**config.mk**
```make
export PLATFORM = sky130hd
export DESIGN_NAME = wrpm_div
export DESIGN_NICKNAME = d
export VERILOG_FILES = /design/src/sv/wrpm_pkg.sv /design/src/sv/wrpm_div.sv
export SDC_FILE = /design/constraint.sdc
export NUM_CORES = 1
export LEC_CHECK = 0
export ABC_AREA = 1
export BUFFER_PORTS_ARGS = -buffer_cell sky130_fd_sc_hd__buf_2
export CAP_MARGIN = 30
export CORE_ASPECT_RATIO = 0.8
export CORE_UTILIZATION = 34
export CTS_BUF_LIST = sky130_fd_sc_hd__clkbuf_4 sky130_fd_sc_hd__clkbuf_8 sky130_fd_sc_hd__clkbuf_16
export CTS_CLUSTER_SIZE = 28
export DETAILED_ROUTE_END_ITERATION = 6
export PLACE_DENSITY = 0.53
export RECOVER_POWER = 25
export SYNTH_ARGS = -nofsm -noshare
export SYNTH_HDL_FRONTEND = slang
export SYNTH_SLANG_ARGS = --single-unit
```
**constraint.sdc**
```tcl
create_clock -name clk_i -period 4.05 [get_ports clk_i]
set_input_delay 0.81 -clock clk_i [delete_from_list [all_inputs] [get_ports clk_i]]
set_output_delay 0.81 -clock clk_i [all_outputs]
set_load 0.1 [all_outputs]
```
**src/sv/wrpm_pkg.sv**
```systemverilog
`timescale 1ns / 1ps
`default_nettype none

package wrpm_pkg;

  localparam int MAX_WINDOW  = 8192;
  localparam int SAMPLE_BITS = 16;
  localparam int PTR_W       = $clog2(MAX_WINDOW);
  localparam int WIN_W       = 14;
  localparam int SQ_W        = 2 * SAMPLE_BITS - 1;
  localparam int SUM_W       = 61;
  localparam int CNT_W       = 31;
  localparam int MS_W        = 31;
  localparam int PEAK_W      = 16;
  localparam int FRAME_W     = 30;
  localparam int CFG_IDX_W   = 1;
  localparam int CFG_DATA_W  = WIN_W;
  localparam int DIV_STEPS   = SUM_W;
  localparam int DIV_CNT_W   = $clog2(DIV_STEPS + 1);

  localparam logic [WIN_W-1:0]     WINDOW_RESET = WIN_W'(5760);
  localparam logic [CNT_W-1:0]     COUNT_MAX    = {CNT_W{1'b1}};
  localparam logic [CFG_IDX_W-1:0] REG_WINDOW_LEN = CFG_IDX_W'(0);
  localparam logic [CFG_IDX_W-1:0] REG_DIFF_MODE  = CFG_IDX_W'(1);

  typedef enum logic [3:0] {
    S_IDLE,
    S_SQNEW,
    S_ADD,
    S_SUB,
    S_MAX,
    S_DIVA_GO,
    S_DIVA_WAIT,
    S_DIVW_GO,
    S_DIVW_WAIT,
    S_DONE
  } meter_state_e;

  typedef struct packed {
    logic                          we;
    logic [PTR_W-1:0]              waddr;
    logic signed [SAMPLE_BITS-1:0] wdata;
    logic                          re;
    logic [PTR_W-1:0]              raddr;
  } ring_req_t;

  typedef struct packed {
    logic busy;
    logic done;
  } div_stat_t;

endpackage

`default_nettype wire

```
**src/sv/wrpm_div.sv**
```systemverilog
`timescale 1ns / 1ps
`default_nettype none

// restoring divider, one quotient bit a cycle; low MS_W quotient bits kept
module wrpm_div import wrpm_pkg::*; (
  input  wire               clk_i,
  input  wire               rst_ni,
  input  wire               start_i,
  input  wire [SUM_W-1:0]   dividend_i,
  input  wire [CNT_W-1:0]   divisor_i,
  output div_stat_t         stat_o,
  output logic [MS_W-1:0]   quotient_o
);

  logic [SUM_W-1:0]     dvd_q, dvd_d;
  logic [CNT_W-1:0]     dsr_q, dsr_d;
  logic [CNT_W-1:0]     rem_q, rem_d;
  logic [MS_W-1:0]      quo_q, quo_d;
  logic [DIV_CNT_W-1:0] cnt_q, cnt_d;
  logic                 busy_q, busy_d;
  logic                 done_q, done_d;
  logic [CNT_W:0]       trial;
  logic [CNT_W:0]       diff;

  always_comb begin
    trial  = {rem_q, dvd_q[SUM_W-1]};
    diff   = trial - {1'b0, dsr_q};
    dvd_d  = dvd_q;
    dsr_d  = dsr_q;
    rem_d  = rem_q;
    quo_d  = quo_q;
    cnt_d  = cnt_q;
    busy_d = busy_q;
    done_d = 1'b0;
    if (start_i && !busy_q) begin
      dvd_d  = dividend_i;
      dsr_d  = divisor_i;
      rem_d  = '0;
      quo_d  = '0;
      cnt_d  = DIV_CNT_W'(DIV_STEPS);
      busy_d = 1'b1;
    end else if (busy_q) begin
      dvd_d = {dvd_q[SUM_W-2:0], 1'b0};
      if (trial >= {1'b0, dsr_q}) begin
        rem_d = diff[CNT_W-1:0];
        quo_d = {quo_q[MS_W-2:0], 1'b1};
      end else begin
        rem_d = trial[CNT_W-1:0];
        quo_d = {quo_q[MS_W-2:0], 1'b0};
      end
      cnt_d = cnt_q - DIV_CNT_W'(1);
      if (cnt_q == DIV_CNT_W'(1)) begin
        busy_d = 1'b0;
        done_d = 1'b1;
      end
    end
  end

  always_ff @(posedge clk_i or negedge rst_ni) begin
    if (!rst_ni) begin
      cnt_q  <= '0;
      busy_q <= 1'b0;
      done_q <= 1'b0;
    end else begin
      cnt_q  <= cnt_d;
      busy_q <= busy_d;
      done_q <= done_d;
    end
  end

  always_ff @(posedge clk_i) begin
    dvd_q <= dvd_d;
    dsr_q <= dsr_d;
    rem_q <= rem_d;
    quo_q <= quo_d;
  end

  assign stat_o.busy = busy_q;
  assign stat_o.done = done_q;
  assign quotient_o  = quo_q;

endmodule

`default_nettype wire
```
Yosys cells after proc, flatten, opt, wreduce, memory -nomap -nowiden:

Cells that the tools add are included.
Widths: inputs -> output; s select.

* register bits: 162
* logic and storage cells: 26

* $add $sub $neg: 2
* magnitude comparators: 1
* eq/ne operators: 1
* mux-type cells: 12
* reduce and logical (&&, ||, !) cells: 3

Operators by type and width (number)
* $mux 61: 2
* $ge 32x31->1: 1
* $mux 31: 1
* $sub 31x31->31: 1
* $mux 6: 2
* $mux 1: 7
* $eq 6x1->1 const B: 1
* $sub 6x1->6 const B: 1
* $reduce_bool 2->1: 1
* $logic_and 1x1->1: 1
* $logic_not 1->1: 1

Depth between registers and ports, before layout:

* depth after elaboration: 4
* mapped depth: 16
* gate-level depth less buffers: 16

Least setup slack after synthesis:

Ideal clock, no wire load.

* kind: input to register
* start point: input port start_i
* end point: register dvd_q[0] (enable)
* data arrival time: 2.875 ns
* required time: 3.601 ns
* path slack: 0.726 ns
* stages: 3
* path through: nor2_1 > inv_1 > buf_1

* longest elaborated chain between the ends: 2

RTL lines
* from (decl): line wrpm_div.sv:8 `input wire start_i,`
* $logic_and 1x1->1: line wrpm_div.sv:35 `if (start_i && !busy_q) begin`
* $reduce_bool 2->1 (no source line)
* to (signal assigned): line wrpm_div.sv:72 `dvd_q <= dvd_d;`
* to (decl): line wrpm_div.sv:15 `logic [SUM_W-1:0] dvd_q, dvd_d;`

No other way between the ends.
A chain may end at the register's enable or synchronous reset.

Final worst setup path:

* start point: register dvd_q[60]
* end point: register rem_q[28]

* longest elaborated chain between the ends: 2

RTL lines
* $sub 31x31->31 / $ge 32x31->1 (equally long branches): line wrpm_div.sv:27, wrpm_div.sv:44
* $mux 31 *: line wrpm_div.sv:44 `if (trial >= {1'b0, dsr_q}) begin`
* to (signal assigned): line wrpm_div.sv:74 `rem_q <= rem_d;`
* to (decl): line wrpm_div.sv:17 `logic [CNT_W-1:0] rem_q, rem_d;`

Every way passes the cells marked *; elsewhere a longest branch is shown, timed or not.

==> out/summary.txt <==
STATUS
---------------------------------------------------------------------------------
Result of the run                                                    complete, no violations

CLOCKING
---------------------------------------------------------------------------------
Root cell of the clock tree                                          sky130_fd_sc_hd__clkbuf_16
Number of buffers created by CTS                                               17
PostCTS Resize Cnt                                                              0
Clock slew seen by the registers of the worst setup and hold paths        0.07 ns
Post-CTS Setup Inserts                                                          0
CTS Sinks                                                                     162
Hold-fix buffer count after cts                                                 0
Max H-tree Level                                                                4
Maximum count of clock buffers along a single path                              2
TritonCTS clock tree                                                         done
Worst-skew pair later-pin latency                                         0.43 ns

SETUP PATH
---------------------------------------------------------------------------------
Req. time, crit path                                                      4.42 ns
Critical path launch point                                           dvd_q[60]$_DFFE_PP_
Launching point of the worst reg2reg path                            dvd_q[60]$_DFFE_PP_
Category of the most critical setup path                                  reg2reg
CP Data Arrival Time                                                      3.12 ns
R2R setup slack                                                           1.30 ns
Worst setup endpoint                                                 rem_q[28]$_SDFFE_PP0P_
Worst setup SP type                                                      register
Critical register-to-register path endpoint                          rem_q[28]$_SDFFE_PP0P_
Critical Path End Type                                                   register
Reg2Reg Depth                                                                  15
Crit path max fanout                                                           25

PWR
---------------------------------------------------------------------------------
Internal Dissipation                                                      4775 uW
Proportion of power drawn by flip-flops and latches                         0.310
Clock power share                                                           0.180
Leakage power total                                                   0.005655 uW
Net switching fraction of the power                                        0.4779
Worst IR drop on VDD                                                     370.3 uV
Fraction of power consumed by combinational cells                           0.510
Net Switching                                                             4371 uW
Total power divided by cell area                                     869.0 mW/mm^2

DIE
---------------------------------------------------------------------------------
Die boundary width                                                       183.1 um
Die boundary height                                                      146.9 um
Cell Rows                                                                      52
Die ar.                                                              0.02689 sq mm
Number of top-level pins                                                      128
Core footprint                                                       0.02550 sq mm
Starting utilization of the core area                                      0.3497

GLOBAL ROUTE
---------------------------------------------------------------------------------
Initial antenna violation count                                                 8
Number of global-route vias before repair                                   7,139
Maximum number of pins on one net before global-route repair                   49
Final global-route overflow total                                               0
Global-route usage over all layers                                         0.1739
Global-route wire length before repair                                   36.53 mm

TIMING
---------------------------------------------------------------------------------
Count of endpoints failing setup in the final report                            0
Final worst setup slack                                                  1.299 ns
Count of final max-slew check failures                                          0
Share of the clock period used by the worst path                           0.6793
Fin Clk Skew                                                           0.01320 ns
Unrepaired setup endpoints after global routing                                no
Hold Slack                                                              0.2788 ns
Final setup TNS                                                              0 ns
Transition at the pin with the smallest max-transition slack             1.418 ns
Achievable frequency                                                    363.5 MHz
Number of hold violations in the final report                                   0
Shortest period the worst path allows                                    2.751 ns
Worst rel slew slack                                                      0.05452

DETAILED ROUTING
---------------------------------------------------------------------------------
First-pass iteration count of the detailed router                               5
Antenna-violating nets left                                                     0
Count of vias placed by the detailed router                                 7,570
Starting DRT DRC Count                                                        533
Post-detailed-routing wire length                                        22.25 mm
Avg Vias per Cell                                                           4.450
Post-DR wirelength/cell                                                  13.08 um
Drc violations                                                                  0

CELLS AND AREA
---------------------------------------------------------------------------------
Most frequent cells in the layout                                    529 x sky130_fd_sc_hd__nand2_1, 214 x sky130_fd_sc_hd__inv_1, 124 x sky130_fd_sc_hd__buf_2
Most common cell after layout, fill and taps aside                   sky130_fd_sc_hd__nand2_1
Fill cell count                                                             2,750
Post-route non-filler standard cell count                                   1,701
Ratio of cells with drive above 1 in the final layout                      0.1355
Area grow syn2layout                                                       18.01%
Share of the core filled with cells                                        0.4127
NumNets Final                                                               1,459

PLACE
---------------------------------------------------------------------------------
Final RePlAce weighted congestion                                          0.9425
Placed cell count                                                           1,662
Port buffer count                                                             127
Setup slack at placement                                                 1.341 ns
Final HPWL DP                                                            16.57 mm

SYNTH
---------------------------------------------------------------------------------
Yosys Warn Count                                                                0
Syn Area/Cell                                                         7.377 sq um
FF+latch count, synth                                                         162
Main area contributors after synthesis                               sky130_fd_sc_hd__edfxtp_1 31%, sky130_fd_sc_hd__nand2_1 22%, sky130_fd_sc_hd__dfxtp_1 14%
Mapped Area                                                          0.008919 sq mm
Synth area leader                                                    sky130_fd_sc_hd__edfxtp_1
Number of distinct library cells after synthesis                               37
Seq/Total Area, Yosys                                                      0.4714
Synth top area share                                                       0.3098
Post-Synthesis Net Count                                                    1,338
Cells after synthesis                                                       1,209

RUN
---------------------------------------------------------------------------------
Max capacitance violation total                                                 0

WORST HOLD PATH
---------------------------------------------------------------------------------
Min-Delay Path Class                                                     in2async

## routing by layer
| layer | vias to the layer above | share of wire | wire [um] | GRT usage |
|---|---|---|---|---|
| li1 | 4008 | - | - | - |
| met1 | 3378 | 0.51 | 11440 | 0.2480 |
| met2 | 169 | 0.40 | 8975 | 0.2527 |
| met3 | 13 | 0.073 | 1623 | 0.05776 |
| met4 | 2 | 0.0089 | 198 | 0.03958 |
| met5 | - | 0.00058 | 13 | 0 |
## power groups by stage
stage                     clock [uW]  sequential (uW)  combinational [uW]
final                           1650             2830                4660
after global routing            1770             2920                5200
after CTS                       1690             2840                4680
after detailed placement           0             2860                4660
after global placement             0             2850                4640
after floorplan                    0             3930                2620
## critical path: stages (launching register included)
cell	delay, ns
sky130_fd_sc_hd__edfxtp_1	0.32
sky130_fd_sc_hd__inv_1	0.05
sky130_fd_sc_hd__ha_1	0.22
sky130_fd_sc_hd__fa_1	0.45
sky130_fd_sc_hd__nor2_1	0.15
sky130_fd_sc_hd__o21ai_1	0.08
sky130_fd_sc_hd__nand2_2	0.11
sky130_fd_sc_hd__nand2_1	0.07
sky130_fd_sc_hd__nand2_1	0.12
sky130_fd_sc_hd__nand2_2	0.32
sky130_fd_sc_hd__nand3_2	0.17
sky130_fd_sc_hd__buf_4	0.22
sky130_fd_sc_hd__nand2_2	0.15
sky130_fd_sc_hd__nand2_1	0.14
sky130_fd_sc_hd__nand2_1	0.06
sky130_fd_sc_hd__nand2_1	0.05
## sequential cells by signal, indices dropped and copies added (netlist names)
| register | cells |
|---|---|
| dsr_q | 31 |
| rem_q | 31 |
| cnt_q | 6 |
| quotient_o | 31 |
| busy_q | 1 |
| dvd_q | 61 |
| done_q | 1 |
## per-stage QoR
stage / area (sq um) / power, uW
after floorplan: 8919 / 6552
after global placement: 9930 / 7484
after detailed placement: 9930 / 7522
after CTS: 10530 / 9207
after global routing: 10510 / 9881
final: 10530 / 9146
## cells in the mapped netlist, drive strengths merged
| cell type | instances |
|---|---|
| clkinv | 1 |
| and2 | 4 |
| clkbuf | 18 |
| o22ai | 30 |
| dfxtp | 62 |
| or2 | 3 |
| xor2 | 1 |
| nor4 | 2 |
| inv | 216 |
| nor2 | 46 |
| nand3b | 2 |
| o21ai | 9 |
| fa | 1 |
| a21oi | 16 |
| xnor2 | 14 |
| nor3 | 6 |
| buf | 19 |
| dfrtp | 8 |
| edfxtp | 92 |
| nand2 | 533 |
| ha | 33 |
| nand4 | 30 |
| nand3 | 62 |
| and3 | 1 |
## cell families (layout without fill, tap and decap cells)
family | Yosys count | in the layout | share of synthesized area
AND/OR/NAND/NOR | 689 | 689 | 0.3178
buffers and inverters | 254 | 388 | 0.1113
flip-flops | 162 | 162 | 0.4714
AO/OA/AOI/OAI | 55 | 55 | 0.03634
adder cells (fa/ha/maj) | 34 | 34 | 0.04854
XOR/XNOR | 15 | 15 | 0.01473
other | 0 | 7 | 0
## how the worst min path moves through the flow
| stage | endpoint | slack (ns) |
|---|---|---|
| finish | done_q$_DFF_PN0_ | 0.28 |
| global route | done_q$_DFF_PN0_ | 0.31 |
| CTS | done_q$_DFF_PN0_ | 0.19 |
| detailed placement | quotient_o[30]$_SDFFE_PP0P_ | 0.46 |
| global placement | quotient_o[30]$_SDFFE_PP0P_ | 0.44 |
| floorplan | rem_q[0]$_SDFFE_PP0P_ | 0.45 |
## area by class of cell
cell class,instances,area [sq um],area share
Tap cell,351,439.2,0.04173
Timing Repair Buffer,139,723.2,0.06871
Clock buffer,23,523.0,0.04969
Sequential cell,162,4204,0.3994
Inverter,217,815.8,0.07751
Clock inverter,9,77.57,0.007370
Multi-Input combinational cell,793,3725,0.3539
Antenna cell,7,17.52,0.001664
Note: power is estimated with default switching activity, not from simulation.
